File: config.mk
export PLATFORM = sky130hd
export DESIGN_NAME = jack_token_lexer
export DESIGN_NICKNAME = d
export VERILOG_FILES = /design/src/jtl_pkg.sv /design/src/jack_token_lexer.sv
export SDC_FILE = /design/constraint.sdc
export NUM_CORES = 1
export LEC_CHECK = 0
export ABC_CLOCK_PERIOD_IN_PS = 10100
export BUFFER_PORTS_ARGS = -buffer_cell sky130_fd_sc_hd__clkbuf_2
export CAP_MARGIN = 40
export CORE_ASPECT_RATIO = 2
export CORE_UTILIZATION = 35
export DETAILED_ROUTE_END_ITERATION = 16
export HOLD_SLACK_MARGIN = 0.03
export PLACE_DENSITY_LB_ADDON = 0.2
export SLEW_MARGIN = 20
export SYNTH_ARGS = -nofsm -noshare
export SYNTH_HDL_FRONTEND = slang
export SYNTH_SLANG_ARGS = --single-unit
export TNS_END_PERCENT = 1
File: constraint.sdc
create_clock -name clk_i -period 10.1 [get_ports clk_i]
set_input_delay 0.505 -clock clk_i [delete_from_list [all_inputs] [get_ports clk_i]]
set_output_delay 0.505 -clock clk_i [all_outputs]
set_load 0.005 [all_outputs]
File: src/jtl_pkg.sv
// ----------------------------------------------------------------------------
// jtl_pkg: shared types and tables for the jack token lexer
// payload structs, record codes, token classes and the keyword table
// ----------------------------------------------------------------------------
`default_nettype none

package jtl_pkg;

  localparam int unsigned NumKeywords = 21;
  localparam int unsigned MaxRecords  = 4;

  // record kinds
  localparam logic [1:0] KindChar  = 2'd0;
  localparam logic [1:0] KindEnd   = 2'd1;
  localparam logic [1:0] KindError = 2'd2;

  // token classes
  localparam logic [2:0] ClsKeyword = 3'd0;
  localparam logic [2:0] ClsSymbol  = 3'd1;
  localparam logic [2:0] ClsInteger = 3'd2;
  localparam logic [2:0] ClsString  = 3'd3;
  localparam logic [2:0] ClsIdent   = 3'd4;

  // special characters
  localparam logic [7:0] ChSlash   = 8'h2F;
  localparam logic [7:0] ChStar    = 8'h2A;
  localparam logic [7:0] ChQuote   = 8'h22;
  localparam logic [7:0] ChNewline = 8'h0A;

  typedef struct packed {
    logic [7:0] source_byte;
    logic       end_of_input;
  } in_t;

  typedef struct packed {
    logic [1:0] record_kind;
    logic [7:0] token_byte;
    logic [2:0] token_class;
    logic [4:0] keyword_number;
    logic       last_of_run;
  } out_t;

  // keyword text, right aligned, first character in the highest used byte
  function automatic logic [95:0] kw_text(input logic [4:0] k);
    logic [95:0] t;
    unique case (k)
      5'd0:    t = "class";
      5'd1:    t = "constructor";
      5'd2:    t = "function";
      5'd3:    t = "method";
      5'd4:    t = "field";
      5'd5:    t = "static";
      5'd6:    t = "var";
      5'd7:    t = "int";
      5'd8:    t = "char";
      5'd9:    t = "boolean";
      5'd10:   t = "void";
      5'd11:   t = "true";
      5'd12:   t = "false";
      5'd13:   t = "null";
      5'd14:   t = "this";
      5'd15:   t = "let";
      5'd16:   t = "do";
      5'd17:   t = "if";
      5'd18:   t = "else";
      5'd19:   t = "while";
      5'd20:   t = "return";
      default: t = '0;
    endcase
    return t;
  endfunction

  function automatic logic [3:0] kw_len(input logic [4:0] k);
    logic [3:0] l;
    unique case (k)
      5'd0:    l = 4'd5;
      5'd1:    l = 4'd11;
      5'd2:    l = 4'd8;
      5'd3:    l = 4'd6;
      5'd4:    l = 4'd5;
      5'd5:    l = 4'd6;
      5'd6:    l = 4'd3;
      5'd7:    l = 4'd3;
      5'd8:    l = 4'd4;
      5'd9:    l = 4'd7;
      5'd10:   l = 4'd4;
      5'd11:   l = 4'd4;
      5'd12:   l = 4'd5;
      5'd13:   l = 4'd4;
      5'd14:   l = 4'd4;
      5'd15:   l = 4'd3;
      5'd16:   l = 4'd2;
      5'd17:   l = 4'd2;
      5'd18:   l = 4'd4;
      5'd19:   l = 4'd5;
      5'd20:   l = 4'd6;
      default: l = 4'd0;
    endcase
    return l;
  endfunction

  // character i of keyword k, zero past its end
  function automatic logic [7:0] kw_char(input logic [4:0] k, input logic [3:0] i);
    logic [95:0] t;
    logic [3:0]  l;
    logic [3:0]  d;
    logic [6:0]  base;
    t = kw_text(k);
    l = kw_len(k);
    d = 4'(l - 4'd1 - i);
    base = {d, 3'b000};
    if (i >= l) begin
      return 8'd0;
    end
    return t[base +: 8];
  endfunction

  function automatic logic is_space(input logic [7:0] c);
    return (c == 8'h20) || ((c >= 8'h09) && (c <= 8'h0D));
  endfunction

  function automatic logic is_symbol(input logic [7:0] c);
    logic r;
    unique case (c)
      "{", "}", "(", ")", "[", "]", ".", ",", ";", "+", "-", "*",
      "/", "&", "|", "<", ">", "=", "~": r = 1'b1;
      default:                          r = 1'b0;
    endcase
    return r;
  endfunction

endpackage

`default_nettype wire

File: src/jack_token_lexer.sv
// ----------------------------------------------------------------------------
// jack_token_lexer: streaming tokenizer for jack source text
// strips comments, echoes token bytes and tags each token end with its class
// ----------------------------------------------------------------------------
// One source byte enters per input transaction. The lexer state and the byte
// are decoded in a single pass of shallow logic (21 keyword compares in
// parallel against a candidate mask) and the up to four result records of
// that byte are loaded into a four-entry result buffer. The buffer drains one
// record per output transaction, so a byte holds the output side until all
// of its records have left, and a new byte is taken in the cycle the last
// record of the previous one leaves. A byte that yields no record (white
// space, comment text, a held-back slash) leaves the buffer empty. Sustained
// rate is one byte per cycle when the output is always ready and each byte
// yields at most one record; the result buffer drain sets the rate otherwise.
`default_nettype none

module jack_token_lexer
  import jtl_pkg::*;
(
  input  wire  clk_i,
  input  wire  rst_ni,
  input  wire  in_valid_i,
  output logic in_ready_o,
  input  wire in_t in_data_i,
  output logic out_valid_o,
  input  wire  out_ready_i,
  output out_t out_data_o
);

  typedef enum logic [2:0] {
    ModeNormal    = 3'd0,
    ModeSlash     = 3'd1,
    ModeLine      = 3'd2,
    ModeBlock     = 3'd3,
    ModeBlockStar = 3'd4,
    ModeString    = 3'd5
  } mode_e;

  // lexer state
  mode_e             mode_q, mode_d;
  logic              open_q, open_d;
  logic [3:0]        len_q, len_d;
  logic [NumKeywords-1:0] cand_q, cand_d;
  logic              dig_q, dig_d;

  // result buffer, head at entry 0
  out_t              buf_q [MaxRecords];
  out_t              recs  [MaxRecords];
  logic [2:0]        cnt_q;
  logic [2:0]        n;

  logic              in_acc;
  logic              out_pop;

  // word bookkeeping seen through a closed word
  logic [3:0]        eff_len;
  logic [NumKeywords-1:0] eff_cand;
  logic [NumKeywords-1:0] cand_next;
  logic              dig_next;
  logic [3:0]        len_next;
  logic              kw_hit;
  logic [4:0]        kw_idx;
  logic              do_normal;
  logic [7:0]        c;

  assign c = in_data_i.source_byte;

  // handshakes: take a byte once the buffer is empty or its last record leaves
  assign out_valid_o = (cnt_q != 3'd0);
  assign out_data_o  = buf_q[0];
  assign out_pop     = out_valid_o && out_ready_i;
  assign in_ready_o  = (cnt_q == 3'd0) || ((cnt_q == 3'd1) && out_ready_i);
  assign in_acc      = in_valid_i && in_ready_o;

  // candidate narrowing for the next word character
  always_comb begin
    eff_len  = open_q ? len_q : 4'd0;
    eff_cand = open_q ? cand_q : '1;
    for (int k = 0; k < NumKeywords; k++) begin
      cand_next[k] = eff_cand[k] && (eff_len < kw_len(5'(k))) &&
                     (kw_char(5'(k), eff_len) == c);
    end
    dig_next = (open_q ? dig_q : 1'b1) && (c >= "0") && (c <= "9");
    len_next = (eff_len == 4'd15) ? eff_len : 4'(eff_len + 4'd1);
  end

  // keyword lookup on the open word, lowest index wins
  always_comb begin
    kw_hit = 1'b0;
    kw_idx = 5'd0;
    for (int k = NumKeywords - 1; k >= 0; k--) begin
      if (cand_q[k] && (kw_len(5'(k)) == len_q)) begin
        kw_hit = 1'b1;
        kw_idx = 5'(k);
      end
    end
  end

  // single pass step: next state and the records of this byte
  always_comb begin
    mode_d    = mode_q;
    open_d    = open_q;
    len_d     = len_q;
    cand_d    = cand_q;
    dig_d     = dig_q;
    n         = 3'd0;
    do_normal = 1'b0;
    for (int r = 0; r < MaxRecords; r++) begin
      recs[r] = '0;
    end

    if (in_data_i.end_of_input) begin
      // flush pending slash, string or word
      if (mode_q == ModeSlash) begin
        recs[n[1:0]] = '{KindChar, ChSlash, 3'd0, 5'd0, 1'b0};
        n = 3'(n + 3'd1);
        recs[n[1:0]] = '{KindEnd, 8'd0, ClsSymbol, 5'd0, 1'b0};
        n = 3'(n + 3'd1);
      end else if (mode_q == ModeString) begin
        recs[n[1:0]] = '{KindError, 8'd0, ClsString, 5'd0, 1'b0};
        n = 3'(n + 3'd1);
      end
      if (open_q) begin
        recs[n[1:0]] = kw_hit ? out_t'{KindEnd, 8'd0, ClsKeyword, kw_idx, 1'b0}
                              : out_t'{KindEnd, 8'd0, dig_q ? ClsInteger : ClsIdent,
                                       5'd0, 1'b0};
        n = 3'(n + 3'd1);
        open_d = 1'b0;
        len_d  = 4'd0;
        cand_d = '1;
        dig_d  = 1'b1;
      end
      mode_d = ModeNormal;
    end else begin
      unique case (mode_q)
        ModeSlash: begin
          if (c == ChSlash) begin
            mode_d = ModeLine;
          end else if (c == ChStar) begin
            mode_d = ModeBlock;
          end else begin
            // lone slash is the division symbol
            mode_d = ModeNormal;
            recs[n[1:0]] = '{KindChar, ChSlash, 3'd0, 5'd0, 1'b0};
            n = 3'(n + 3'd1);
            recs[n[1:0]] = '{KindEnd, 8'd0, ClsSymbol, 5'd0, 1'b0};
            n = 3'(n + 3'd1);
            do_normal = 1'b1;
          end
        end
        ModeLine: begin
          if (c == ChNewline) begin
            mode_d = ModeNormal;
          end
        end
        ModeBlock: begin
          if (c == ChStar) begin
            mode_d = ModeBlockStar;
          end
        end
        ModeBlockStar: begin
          if (c == ChSlash) begin
            mode_d = ModeNormal;
          end else if (c != ChStar) begin
            mode_d = ModeBlock;
          end
        end
        ModeString: begin
          if (c == ChQuote) begin
            recs[n[1:0]] = '{KindEnd, 8'd0, ClsString, 5'd0, 1'b0};
            n = 3'(n + 3'd1);
            mode_d = ModeNormal;
          end else if (c == ChNewline) begin
            recs[n[1:0]] = '{KindError, 8'd0, ClsString, 5'd0, 1'b0};
            n = 3'(n + 3'd1);
            mode_d = ModeNormal;
          end else begin
            recs[n[1:0]] = '{KindChar, c, 3'd0, 5'd0, 1'b0};
            n = 3'(n + 3'd1);
          end
        end
        default: begin
          mode_d    = ModeNormal;
          do_normal = 1'b1;
        end
      endcase

      if (do_normal) begin
        if (is_space(c) || (c == ChSlash) || is_symbol(c) || (c == ChQuote)) begin
          // word enders close any open word first
          if (open_q) begin
            recs[n[1:0]] = kw_hit ? out_t'{KindEnd, 8'd0, ClsKeyword, kw_idx, 1'b0}
                                  : out_t'{KindEnd, 8'd0, dig_q ? ClsInteger : ClsIdent,
                                           5'd0, 1'b0};
            n = 3'(n + 3'd1);
            open_d = 1'b0;
            len_d  = 4'd0;
            cand_d = '1;
            dig_d  = 1'b1;
          end
          priority if (is_space(c)) begin
            mode_d = ModeNormal;
          end else if (c == ChSlash) begin
            mode_d = ModeSlash;
          end else if (is_symbol(c)) begin
            recs[n[1:0]] = '{KindChar, c, 3'd0, 5'd0, 1'b0};
            n = 3'(n + 3'd1);
            recs[n[1:0]] = '{KindEnd, 8'd0, ClsSymbol, 5'd0, 1'b0};
            n = 3'(n + 3'd1);
          end else begin
            mode_d = ModeString;
          end
        end else begin
          // word character
          open_d = 1'b1;
          len_d  = len_next;
          cand_d = cand_next;
          dig_d  = dig_next;
          recs[n[1:0]] = '{KindChar, c, 3'd0, 5'd0, 1'b0};
          n = 3'(n + 3'd1);
        end
      end
    end

    // mark the final record of this byte
    if (n != 3'd0) begin
      recs[2'(n - 3'd1)].last_of_run = 1'b1;
    end
  end

  // control state
  always_ff @(posedge clk_i or negedge rst_ni) begin
    if (!rst_ni) begin
      mode_q <= ModeNormal;
      open_q <= 1'b0;
      len_q  <= 4'd0;
      cand_q <= '1;
      dig_q  <= 1'b1;
      cnt_q  <= 3'd0;
    end else if (in_acc) begin
      mode_q <= mode_d;
      open_q <= open_d;
      len_q  <= len_d;
      cand_q <= cand_d;
      dig_q  <= dig_d;
      cnt_q  <= n;
    end else if (out_pop) begin
      cnt_q <= 3'(cnt_q - 3'd1);
    end
  end

  // result buffer payload, shifts toward the head on each output transaction
  always_ff @(posedge clk_i) begin
    if (in_acc) begin
      for (int r = 0; r < MaxRecords; r++) begin
        buf_q[r] <= recs[r];
      end
    end else if (out_pop) begin
      for (int r = 0; r < MaxRecords - 1; r++) begin
        buf_q[r] <= buf_q[r+1];
      end
    end
  end

  // buffer never holds more than one byte's worth of records
  a_cnt_range: assert property (@(posedge clk_i) disable iff (!rst_ni)
    cnt_q <= 3'(MaxRecords))
    else $error("result buffer count out of range");

  // a byte is only taken when the buffer is empty or empties in the same cycle
  a_no_overwrite: assert property (@(posedge clk_i) disable iff (!rst_ni)
    in_acc |-> ((cnt_q == 3'd0) || ((cnt_q == 3'd1) && out_pop)))
    else $error("byte accepted over pending records");

  // last_of_run flags exactly the final buffered record
  a_last_flag: assert property (@(posedge clk_i) disable iff (!rst_ni)
    out_valid_o |-> (out_data_o.last_of_run == (cnt_q == 3'd1)))
    else $error("last_of_run out of step with buffer count");

  // token bytes never carry a class, end and error records never carry a byte
  a_kind_fields: assert property (@(posedge clk_i) disable iff (!rst_ni)
    out_valid_o |-> ((out_data_o.record_kind == KindChar) ?
                     (out_data_o.token_class == 3'd0) :
                     (out_data_o.token_byte == 8'd0)))
    else $error("record fields inconsistent with kind");

endmodule

`default_nettype wire

After elaboration in Yosys (flattened, before gate mapping)
Memory sizes are Yosys's and may differ from the RTL's.
Cells that the tools add are included.
{"block": "op_classes", "n_addsub": 15, "order_cmp": 30, "n_eq_ne": 59, "shift": 21, "muxes": 194, "n_bitwise": 11, "reduce_logical": 87}
{"operator": "$shiftx 96x8->8 const A", "n": 21}
{"operator": "$mux 76", "n": 12}
{"operator": "$bwmux 76", "n": 5}
{"operator": "$mux 19", "n": 16}
{"operator": "$mux 8", "n": 29}
{"operator": "$demux 19 s2", "n": 5}
{"operator": "$eq 8x8->1", "n": 21}
{"operator": "$eq 8x6->1 const B", "n": 15}
{"operator": "$mux 21", "n": 5}
{"operator": "$mux 5", "n": 21}
{"operator": "$mux 3", "n": 27}
{"operator": "$logic_and 1x1->1", "n": 74}
{"operator": "$and 68x68->68", "n": 1}
{"operator": "$mux 34", "n": 2}
{"operator": "$not 68->68", "n": 1}
{"operator": "$mux 1", "n": 55}
{"operator": "$eq 8x7->1 const B", "n": 6}
{"operator": "$pmux 19 s2", "n": 1}
{"operator": "$mux 4", "n": 6}
{"operator": "$reduce_or 19->1", "n": 1}
{"operator": "$mux 18", "n": 1}
{"operator": "$eq 3x4->1 const A", "n": 4}
{"operator": "$ge 4x3->1 const B", "n": 4}
{"operator": "$lt 4x3->1 const B", "n": 4}
{"operator": "40 further kinds", "n": 80}
{"block": "totals", "ff_bits": 33, "ram_bits": 76, "mem_count": 1}
{"name": "buf_q", "depth": 4, "word_bits": 19, "rd": 4, "rd_ports_with_merged_regs": 0, "write_ports": 4, "line_no": "jack_token_lexer.sv:47", "text": "out_t buf_q [MaxRecords];"}

Logic depth before layout (Yosys ltp)
Gate-level depths: netlist of run 1.
{"block": "depth", "word_depth": 40, "mapped_depth": 16, "ltp_nobuf": 12}

Worst setup path after synthesis of run 1
OpenSTA, ideal clock, no wires.
{"block": "synth_timing", "path_kind": "register to register", "startpoint": "register len_q[0]", "endpoint": "register cand_q[12]", "setup_time_ns": 0.061, "t_arrival_ns": 3.924, "slack_ns": 6.116, "path_stages_with_launch": 16, "n_path_buf": 4, "synth_period_minus_slack_ns": 3.984, "path_cell_list": "dfrtp_1 > clkbuf_1 > clkbuf_1 > nand2_1 > clkbuf_1 > ha_1 > clkbuf_1 > inv_1 > ha_1 > inv_1 > o22ai_1 > a21oi_1 > mux2_2 > or4_1 > nor3_1 > o22a_1"}
{"block": "synth_between", "elab_chain_cells": 9, "elab_cells_between_ends": 13}
{"item": "from (decl)", "line_no": "jack_token_lexer.sv:42", "text": "logic [3:0] len_q, len_d;"}
{"item": "from (signal assigned)", "line_no": "jack_token_lexer.sv:243", "text": "len_q <= len_d;"}
{"item": "$mux 4 *", "line_no": "jack_token_lexer.sv:77", "text": "eff_len = open_q ? len_q : 4'd0;"}
{"item": "$sub 3x4->4 / $ge 4x3->1 (equally long branches)", "line_no": "jtl_pkg.sv:110, jtl_pkg.sv:112"}
{"item": "$shiftx 96x8->8 / $mux 1 (equally long branches)", "line_no": "jtl_pkg.sv:115, jtl_pkg.sv:112"}
{"item": "$mux 8", "line_no": "jtl_pkg.sv:115", "text": "return t[base +: 8];"}
{"item": "$eq 8x8->1", "line_no": "jack_token_lexer.sv:81", "text": "(kw_char(5'(k), eff_len) == c);"}
{"item": "$logic_and 1x1->1 *", "line_no": "jack_token_lexer.sv:80", "text": "cand_next[k] = eff_cand[k] && (eff_len < kw_len(5'(k))) &&"}
{"item": "$mux 21 *", "line_no": "jack_token_lexer.sv:189", "text": "if (is_space(c) || (c == ChSlash) || is_symbol(c) || (c == ChQuote)) begin"}
{"item": "$mux 21 *", "line_no": "jack_token_lexer.sv:188", "text": "if (do_normal) begin"}
{"item": "$mux 21 *", "line_no": "jack_token_lexer.sv:112", "text": "if (in_data_i.end_of_input) begin"}
{"item": "to (signal assigned)", "line_no": "jack_token_lexer.sv:244", "text": "cand_q <= cand_d;"}
{"item": "to (decl)", "line_no": "jack_token_lexer.sv:43", "text": "logic [NumKeywords-1:0] cand_q, cand_d;"}
Every way passes the cells marked *; elsewhere a longest branch is shown, timed or not. The select of a mux whose other input is x is not followed.
A chain may end at the register's enable or synchronous reset.

Final worst setup path of run 1
{"block": "layout_timing", "startpoint": "register open_q", "endpoint": "register cand_q[1]"}
{"block": "layout_between", "elab_chain_cells": 9, "elab_cells_between_ends": 15}
{"item": "from (decl)", "line_no": "jack_token_lexer.sv:41", "text": "logic open_q, open_d;"}
{"item": "from (signal assigned)", "line_no": "jack_token_lexer.sv:242", "text": "open_q <= open_d;"}
{"item": "$mux 4", "line_no": "jack_token_lexer.sv:77"}
{"item": "$sub 4x4->4 / $ge 4x4->1 (equally long branches)", "line_no": "jtl_pkg.sv:110, jtl_pkg.sv:112"}
{"item": "$shiftx 96x8->8 / $mux 1 (equally long branches)", "line_no": "jtl_pkg.sv:115, jtl_pkg.sv:112"}
{"item": "$mux 8", "line_no": "jtl_pkg.sv:115"}
{"item": "$eq 8x8->1", "line_no": "jack_token_lexer.sv:81"}
{"item": "$logic_and 1x1->1", "line_no": "jack_token_lexer.sv:80"}
{"item": "$mux 21", "line_no": "jack_token_lexer.sv:189"}
{"item": "$mux 21", "line_no": "jack_token_lexer.sv:188"}
{"item": "$mux 21 *", "line_no": "jack_token_lexer.sv:112"}
Marked as above.

==> impl_results.md, run 1 <==
- Period utilization: 47.1%
- Post-synthesis cell area: 9160 µm²
- WL/cell: about 26 µm
- Critical path's slowest cell: dfrtp_1
- DR pass1 iterations: 6
- Slew margin rel.: a little under two fifths
- Outcome: finished clean
- Final WL: approximately 37 mm
- Initial antenna violation count: 0
- Setup slack, reg-to-reg: about 5.3 ns
- VDD IR max: approximately 0.11 mV
- Setup crit start: open_q
- Num rows: 83
- Fin area: roughly 9900 µm²
- Dominant cell type by area after synthesis: edfxtp_1
- CP Capture Type: flop
- Clk_lat worst skew: 0.38 ns
- EDFF count, synth: 73
- Via-to-Cell Ratio: roughly 6.2
- Die area: ~27000 µm²
- RSZ-0062 raised after global routing: no
- Critical Path Start Type: flop
- First-pass GRT wire length: ~55 mm
- Overflow after GRT: 0
- Avg Cell Area, Syn: 8.45 µm²
- Clock buffer depth: 2
- Async SR Flop Fraction: 31.1%
- Synth area leaders: edfxtp_1 24%, dfstp_2 6.3%, xnor2_1 5.2%
- Final setup violation count: 0
- Worst EP required: around 10 ns
- Yosys top cell area share: about a quarter
- TNS Setup: 0 ns
- Area of the multi-input gates: between 5000 and 6000 µm²
- Worst Skew: approximately 0.013 ns
- Hold/Removal Path Class: input pin to async pin
- Register area share after synthesis: 33.3%
- Boundary pin count: 34
- Via count: 8739
- H-tree depth: 3
- Final worst path period need: 4.76 ns
- YS warnings: 0
- Fmax: 210 MHz
- Reg2Reg Depth: 11
- Clock sinks: about 110
- DR DRC count: 0
- Crit-path cells: buf_4 > nand2_1 > inv_1 > ha_1 > inv_1 > ha_1 > nor3_1 > a22oi_1 > xnor2_1 > nor4_1 > o22a_1
- Syn Nets: approximately 1.1k
- Fin nets: around 1.1k
- Leakage: approximately 3.6 nW
- # diodes: 0
- Sequential cell area: 3050 µm²
- Number of port buffers: 33
- Layout area overhead: 8.17%
- Post-CTS Setup Bufs: 0
- CORE AREA: between 20000 and 30000 µm²
- Clk root buf: clkbuf_16
- Initial Util: 35.7%
- Share of cells above drive strength 1: 11.7%
- DR iter-0 viols: roughly 810
- Power per Cell Area: ~270 nW/µm²
- Hpwl dp: around 27 mm
- Pre-CTS worst setup slack: between 5 and 6 ns
- Worst Max-Slew Pin Slew: 0.924 ns
- FILL cells: approximately 2.7k
- Die Y: 231 µm
- Max stage delay on crit path: 0.71 ns
- Critical path type: flop to flop
- Vias in the first global route: 8705
- Top_reg_cell synth: edfxtp_1
- Synthesized flop and latch total: 106
- Worst Path Arrival: just over 5 ns
- Post-cts sizing count: 0
- Post-CTS Hold Fix Bufs: 0
- CP Capture Point: cand_q[1]
- Gate Count Post-Synth: roughly 1.1k
- ANT nets after route: 0
- Crit Path Max Fanout: 22
- GPL Wtd Cong: between 0.9 and 1
- Total track usage: between 20% and 30%
- Num CTS Buffers: 9
- Clock Pin Slew Worst Setup and Hold Paths: about 0.09 ns
- Max Cap Viol: 0
- Die W: 116 µm
- TritonCTS clock tree: built
- Largest net degree at the start of global routing: 60
- Max Slew Vio Count: 0
- Worst Setup Slack, final: around 5.3 ns
- Final hold vios: 0
- Synth cell types: 97
- Critical R2R Capture: cand_q[1]
- DP Area: 9580 µm²
- FF-to-FF Start: open_q
==> cells in the final DEF (no fill, tap or decap), types with 22 or more instances in the layout <==
cell type / instances
nor3_1: 32
o21ai_0: 51
nor2_1: 100
dfstp_2: 22
nand2_1: 98
a22o_1: 37
inv_1: 34
a21oi_1: 73
xnor2_1: 54
clkbuf_2: 34
ha_1: 32
nand3_1: 29
edfxtp_1: 73
==> logic make-up (layout without fill, tap and decap cells) <==
kind of cell	count (synthesis)	after routing	synth area share, %
flip-flops	106	106	33.3
multiplexers	13	13	1.46
buffers and inverters	124	112	5.41
adder cells (fa/ha/maj)	32	32	4.37
XOR/XNOR	61	61	5.84
AND/OR/NAND/NOR	393	393	21.8
AO/OA/AOI/OAI	355	355	27.9
==> worst min path at each step <==
stage	slack (ns)	end	cells past startpoint	from
CTS	0.20	len_q[2]	2	rst_ni
global route	0.21	len_q[2]	2	rst_ni
floorplan	0.21	cnt_q[0]	0	rst_ni
finish	0.18	len_q[2]	2	rst_ni
detailed placement	0.49	dig_q	2	dig_q
global placement	0.49	dig_q	2	dig_q
==> through the flow <==
stage	utilization [%]	total power, mW	hold WS, ns	cells
2_1_floorplan	-	1.80	0.209	1084
3_3_place_gp	37.3	2.26	0.489	1393
3_5_place_dp	37.4	2.27	0.493	1395
4_1_cts	38.6	2.65	0.204	1411
5_1_grt	38.6	2.84	0.212	1412
6_report	38.6	2.67	0.180	1412
==> where the power goes <==
group | leakage, nW | switching [mW] | internal [mW] | total [mW]
registers | 1.10 | 0.161 | 0.688 | 0.849
clock network | 0.152 | 0.201 | 0.179 | 0.380
logic | 2.38 | 0.924 | 0.518 | 1.44
==> state kept, by name, summed over array words and instances, names as in the netlist <==
signal	flops
cand_q	21
mode_q	3
open_q	1
buf_q	73
cnt_q	3
dig_q	1
len_q	4
==> worst max-delay path: cells and delay by family, from the launching register on <==
| family | cells | cell delay (ns) |
|---|---|---|
| flops | 1 | 0.71 |
| buf+inv | 3 | 1.07 |
| compound gates | 2 | 0.40 |
| simple gates | 3 | 1.30 |
| xor+xnor | 1 | 0.17 |
| fa+ha+maj | 2 | 1.02 |
==> metal layers <==
| layer | track usage, % | vias up | part of all wire [%] |
|---|---|---|---|
| met1 | 28.5 | 4232 | 34 |
| li1 | - | 4054 | - |
| met3 | 2.84 | 118 | 3.6 |
| met5 | 0 | - | 0 |
| met2 | 52.3 | 335 | 55 |
| met4 | 20.8 | 0 | 7.5 |
==> synthesized netlist by cell type, types with 6 or more instances <==
master / number
xor2_1: 7
nand2_1: 98
dfrtp_1: 11
and2_1: 10
and3_1: 12
buf_1: 11
mux2i_1: 10
nor3_1: 33
nand3_1: 29
a32oi_1: 6
dfstp_2: 22
o22a_1: 12
o2111ai_1: 6
nor2b_1: 15
a31oi_1: 19
nor4_1: 20
a22o_1: 37
ha_1: 32
inv_1: 34
a211oi_1: 11
or3_1: 7
buf_2: 6
o21ai_1: 6
o21ai_0: 52
a21o_1: 7
xnor2_1: 54
o21a_1: 12
o31ai_1: 15
clkbuf_1: 64
nor2_1: 100
nand4_1: 12
nor3b_1: 7
a21oi_1: 73
edfxtp_1: 73
nand2b_1: 12
o211ai_1: 12
o22ai_1: 13
==> final cells by class <==
class                      count  share of cell area (%)
inverter                      40                    1.52
multi-input combinational    854                    56.8
clock buffer                   9                    2.27
timing repair buffer          56                    3.42
sequential                   106                    30.8
tap                          340                    4.30
clock inverter                 7                   0.897
Note: power is estimated with default switching activity, not from simulation.
==> inputs of run 2 (changes only) <==
--- a/config.mk
+++ b/config.mk
@@ -5,7 +5,7 @@
 export SDC_FILE = /design/constraint.sdc
 export NUM_CORES = 1
 export LEC_CHECK = 0
-export ABC_CLOCK_PERIOD_IN_PS = 10100
+export ABC_CLOCK_PERIOD_IN_PS = 4900
 export BUFFER_PORTS_ARGS = -buffer_cell sky130_fd_sc_hd__clkbuf_2
 export CAP_MARGIN = 40
 export CORE_ASPECT_RATIO = 2
==> constraint.sdc (replaced) <==
create_clock -name clk_i -period 4.9 [get_ports clk_i]
set_input_delay 0.245 -clock clk_i [delete_from_list [all_inputs] [get_ports clk_i]]
set_output_delay 0.245 -clock clk_i [all_outputs]
set_load 0.005 [all_outputs]
==> run 2 against run 1 <==
- largest cell class unchanged
- hold slack better by 0.14 ns
- global-route usage grew 0.092 points
- clock skew is 0.0050 ns higher
- largest power group unchanged
- combinational power is 110% higher
- highest routed layer unchanged
- critical path depth stayed put
- routed wire length rose by 0.16%
- register-to-register slack worse by 4.2 ns
==> impl_results.md, run 2 (synthesized netlist as in run 1, its figures left out) <==
- Outcome: finished clean
- First-pass GRT wire length: around 55 mm
- Max Slew Vio Count: 0
- Grt met2 use: 51.4%
- WL/cell: 25.7 µm
- DR DRC count: 0
- DR pass1 iterations: 5
- Num CTS Buffers: 9
- Worst Skew: about 0.018 ns
- Global Route met3 Usage: under 10%
- Fin nets: roughly 1.1k
- RSZ-0062 raised after global routing: no
- Clk root buf: clkbuf_16
- Setup slack, reg-to-reg: 1.12 ns
- Post-cts sizing count: 0
- Die area: 26800 µm²
- Power per Cell Area: about 550 nW/µm²
- Worst Path Arrival: 4.12 ns
- Final setup violation count: 0
- Share of cells above drive strength 1: 13.4%
- Clock Pin Slew Worst Setup and Hold Paths: around 0.09 ns
- Vias in the first global route: between 8k and 9k
- GRT busiest layer: met2
- Die W: between 100 and 150 µm
- Top Registers: buf_q (73), cand_q (21), len_q (4)
- Total track usage: between 20% and 30%
- Initial Util: between 30% and 40%
- Max Cap Viol: 0
- H-tree depth: 3
- Hold/Removal Path Class: input pin to flop
- Number of port buffers: 33
- Clock buffer depth: 2
- Commonest cells after routing, fill and taps aside: 100 x nor2_1, 98 x nand2_1, 73 x a21oi_1, 73 x edfxtp_1, 54 x xnor2_1
- VDD IR max: between 0.2 and 0.25 mV
- Max reg flops: 73
- Worst Max-Slew Pin Slew: between 0.8 and 0.9 ns
- DR iter-0 viols: between 600 and 700
- Initial antenna violation count: 0
- Slew margin rel.: roughly 43%
- FILL cells: 2648
- Leakage: ~3.7 nW
- Via count: 8804
- Crit Path Max Fanout: 12
- CORE AREA: around 26000 µm²
- Final worst path period need: about 3.8 ns
- Placed insts: 1416
- Boundary pin count: 34
- ANT nets after route: 0
- M1 GR Usage: a little over a quarter
- Leading cell type in the layout, fill and taps excluded: nor2_1
- Critical Path Start Type: flop
- Clk_lat worst skew: between 0.3 and 0.4 ns
- Critical path type: flop to flop
- Fmax: 265 MHz
- Die Y: 231 µm
- Period utilization: approximately 77%
- TritonCTS clock tree: built
- TNS Setup: 0 ns
- Clock sinks: about 110
- Via-to-Cell Ratio: ~6.1
- GPL Wtd Cong: 0.966
- Layout area overhead: 9.99%
- CP Capture Type: flop
- Final hold vios: 0
- # diodes: 0
- Num rows: a little over 80
- Final WL: between 30 and 40 mm
- Worst EP required: 5.24 ns
- Overflow after GRT: 0
- Largest Register: buf_q
- Largest net degree at the start of global routing: 51
- Hpwl dp: 28.0 mm
- Fin cells: about 1.4k
[run 2: worst paths after layout]
kind | from | to | depth (start not counted)
max | open_q | cand_q[12] | 11
min | in_data_i[0] | mode_q[0] | 2
max reg2reg | open_q | cand_q[12] | 11
min reg2reg | dig_q | dig_q | 2
max in group asynchronous | rst_ni | cnt_q[2] | 3
min in group asynchronous | rst_ni | len_q[3] | 3
[run 2: power breakdown]
part | switching, mW | total (mW) | leakage [nW] | internal (mW)
combinational | 1.95 | 3.07 | 2.50 | 1.12
clock | 0.403 | 0.768 | 0.145 | 0.365
sequential | 0.309 | 1.73 | 1.10 | 1.42
total | 2.67 | 5.57 | 3.74 | 2.90
[run 2: metal layers]
layer	wire length, µm	up-vias	share of wire, %
met5	0	-	0
met4	3770	0	10
met3	1270	158	3.4
met2	19400	322	53
met1	12400	4248	34
li1	-	4076	-
[run 2: stage by stage]
stage               worst slack, ns  utilization (%)  cell area, µm²  hold WS, ns  power (mW)
detailed placement             1.02             38.0            9750        0.354        4.77
global placement               1.01             37.8            9710        0.347        4.74
global route                  0.912             39.3           10100        0.350        5.88
floorplan                     0.916                -            9160      -0.0506        3.71
CTS                            1.18             39.2           10100        0.310        5.54
finish                         1.12             39.3           10100        0.322        5.57
[run 2: worst max-delay path, stage by stage (launching register included)]
cell and delay [ns]:
dfrtp_1 0.51, nand2_1 0.16, ha_1 0.46, inv_1 0.15, ha_1 0.40, inv_1 0.18
o22ai_1 0.13, a21oi_1 0.51, mux2_2 0.41, or4_1 0.49, nor3_1 0.15, o22a_1 0.16
[run 2: layout make-up]
class / count / area, µm² / share of cell area [%]
multi-input combinational: 854 / 5630 / 55.9
clock inverter: 7 / 75.1 / 0.746
tap: 340 / 425 / 4.22
clock buffer: 9 / 225 / 2.24
inverter: 40 / 150 / 1.49
timing repair buffer: 78 / 519 / 5.16
sequential: 106 / 3050 / 30.2
[run 2: what timing repair did]
action / CTS / global route
hold buffers: 1 / 0
hold endpoints to repair: 11 / 0
buffers inserted: 0 / 0
==> inputs of run 3 (changes only) <==
--- a/config.mk
+++ b/config.mk
@@ -5,7 +5,7 @@
 export SDC_FILE = /design/constraint.sdc
 export NUM_CORES = 1
 export LEC_CHECK = 0
-export ABC_CLOCK_PERIOD_IN_PS = 4900
+export ABC_CLOCK_PERIOD_IN_PS = 3600
 export BUFFER_PORTS_ARGS = -buffer_cell sky130_fd_sc_hd__clkbuf_2
 export CAP_MARGIN = 40
 export CORE_ASPECT_RATIO = 2
==> constraint.sdc (replaced) <==
create_clock -name clk_i -period 3.6 [get_ports clk_i]
set_input_delay 0.18 -clock clk_i [delete_from_list [all_inputs] [get_ports clk_i]]
set_output_delay 0.18 -clock clk_i [all_outputs]
set_load 0.005 [all_outputs]
==> run 3 against run 2 <==
- first-iteration DRC count rose by 14%
- via count rose by 3.2%
- die area did not move
- final area rose by 2.6%
- critical path depth fell by 2
- critical path type unchanged
- largest power group unchanged
==> impl_results.md, run 3 (synthesized netlist as in run 1, its figures left out) <==
- WL/cell: between 20 and 30 µm
- Power per Cell Area: approximately 760 nW/µm²
- ANT nets after route: 0
- # diodes: 0
- Clk root buf: clkbuf_16
- Vias in the first global route: about 9k
- Number of port buffers: 33
- Total track usage: 30.7%
- Clock Pin Slew Worst Setup and Hold Paths: about 0.080 ns
- Worst Max-Slew Pin Slew: 0.728 ns
- Leading cell type in the layout, fill and taps excluded: nor2_1
- Fin nets: 1169
- Final setup violation count: 0
- DR iter-0 viols: 716
- Post-cts sizing count: 0
- Max Slew Vio Count: 0
- Min-delay src: in_valid_i
- Fmax: between 300 and 400 MHz
- CORE AREA: 25700 µm²
- First-pass GRT wire length: ~59 mm
- Num rows: 83
- DR DRC count: 0
- Commonest cells after routing, fill and taps aside: 100 x nor2_1, 97 x nand2_1, 77 x buf_4
- Outcome: finished clean
- Leakage: 3.91 nW
- Post-CTS Setup Bufs: 0
- DP Area: 10000 µm²
- Num CTS Buffers: 9
- Clk_lat worst skew: about 0.38 ns
- Initial antenna violation count: 0
- Hold/Removal Path Class: input pin to flop
- DR pass1 iterations: 6
- Setup crit start: mode_q[1]
- Slew margin rel.: about half
- Final hold vios: 0
- Critical path type: flop to flop
- Boundary pin count: 34
- Worst hold slack: between 0.2 and 0.3 ns
- GPL Wtd Cong: ~1
- VDD IR max: between 0.2 and 0.3 mV
- Post-CTS Hold Fix Bufs: 1
- Worst EP required: roughly 3.8 ns
- Share of cells above drive strength 1: 16.3%
- Clock sinks: 106
- Via count: a little over 9k
- RSZ-0062 raised after global routing: no
- Final WL: 39.8 mm
- TNS Setup: 0 ns
- CP Capture Type: flop
- Die area: roughly 27000 µm²
- Clock buffer depth: 2
- Final worst path period need: roughly 3.3 ns
- Fin area: just over 10000 µm²
- FILL cells: approximately 2.6k
- Largest Register: buf_q
- FF-to-FF Start: mode_q[1]
- Period utilization: between 90 and 100%
- Die Y: around 230 µm
- Layout area overhead: 12.8%
- Via-to-Cell Ratio: approximately 6.2
- Worst Path Arrival: roughly 3.5 ns
- Final Util: just over 40%
- Pre-CTS worst setup slack: roughly 0.35 ns
- Hpwl dp: approximately 30 mm
- Initial Util: between 30% and 40%
- Worst Skew: 0.00956 ns
- Worst Setup Slack, final: between 0.3 and 0.4 ns
- Top Registers: buf_q (73), cand_q (21), len_q (4)
- Overflow after GRT: 0
- Die W: around 120 µm
- H-tree depth: 3
- Max Cap Viol: 0
- Max reg flops: 73
- TritonCTS clock tree: built
- Crit Path Max Fanout: 11
- Critical Path Start Type: flop
- Largest net degree at the start of global routing: 55
-- run 3: worst paths after layout --
check / to / slack, ns / cells past startpoint
min in group asynchronous: len_q[3] / 0.29 / 2
max in group asynchronous: cand_q[5] / 2.72 / 3
hold reg to reg: dig_q / 0.50 / 2
hold / removal: buf_q[0][18] / 0.28 / 2
setup reg to reg: buf_q[1][12] / 0.32 / 9
setup / recovery: buf_q[1][12] / 0.32 / 9
-- run 3: metal layers --
layer | vias to the layer above | GRT usage, % | share of wire [%]
met4 | 0 | 30.0 | 11
met2 | 392 | 54.2 | 52
met3 | 184 | 5.01 | 4.4
met5 | - | 0 | 0
li1 | 4153 | - | -
met1 | 4359 | 28.7 | 32
-- run 3: final cells by class --
class	count	area [µm²]	area share, %
inverters	40	150	1.45
flip-flops and latches	106	3050	29.5
repair buffers	113	778	7.53
clock inverters	7	80.1	0.775
clock buffers	9	225	2.18
well taps	340	425	4.12
multi-input cells	854	5630	54.5
-- run 3: worst max-delay path, stage by stage (launching register included) --
cell and delay [ns]:
dfrtp_1 0.50, nor3b_1 0.65, o31ai_2 0.19, ha_1 0.36, nand2_1 0.16, o211a_1 0.19, a21boi_4 0.45, nand2_2 0.17
a21oi_4 0.29, a22o_1 0.17
-- run 3: report_power, final --
| part | internal (mW) | total (mW) | switching, mW |
|---|---|---|---|
| Clock | 0.496 | 1.03 | 0.537 |
| Sequential | 1.93 | 2.36 | 0.424 |
| Combinational | 1.66 | 4.46 | 2.80 |
-- run 3: per-stage QoR --
step | cells | power [mW]
CTS | 1468 | 7.79
detailed placement | 1451 | 6.73
floorplan | 1084 | 5.06
global placement | 1450 | 6.70
finish | 1469 | 7.85
global route | 1469 | 8.32
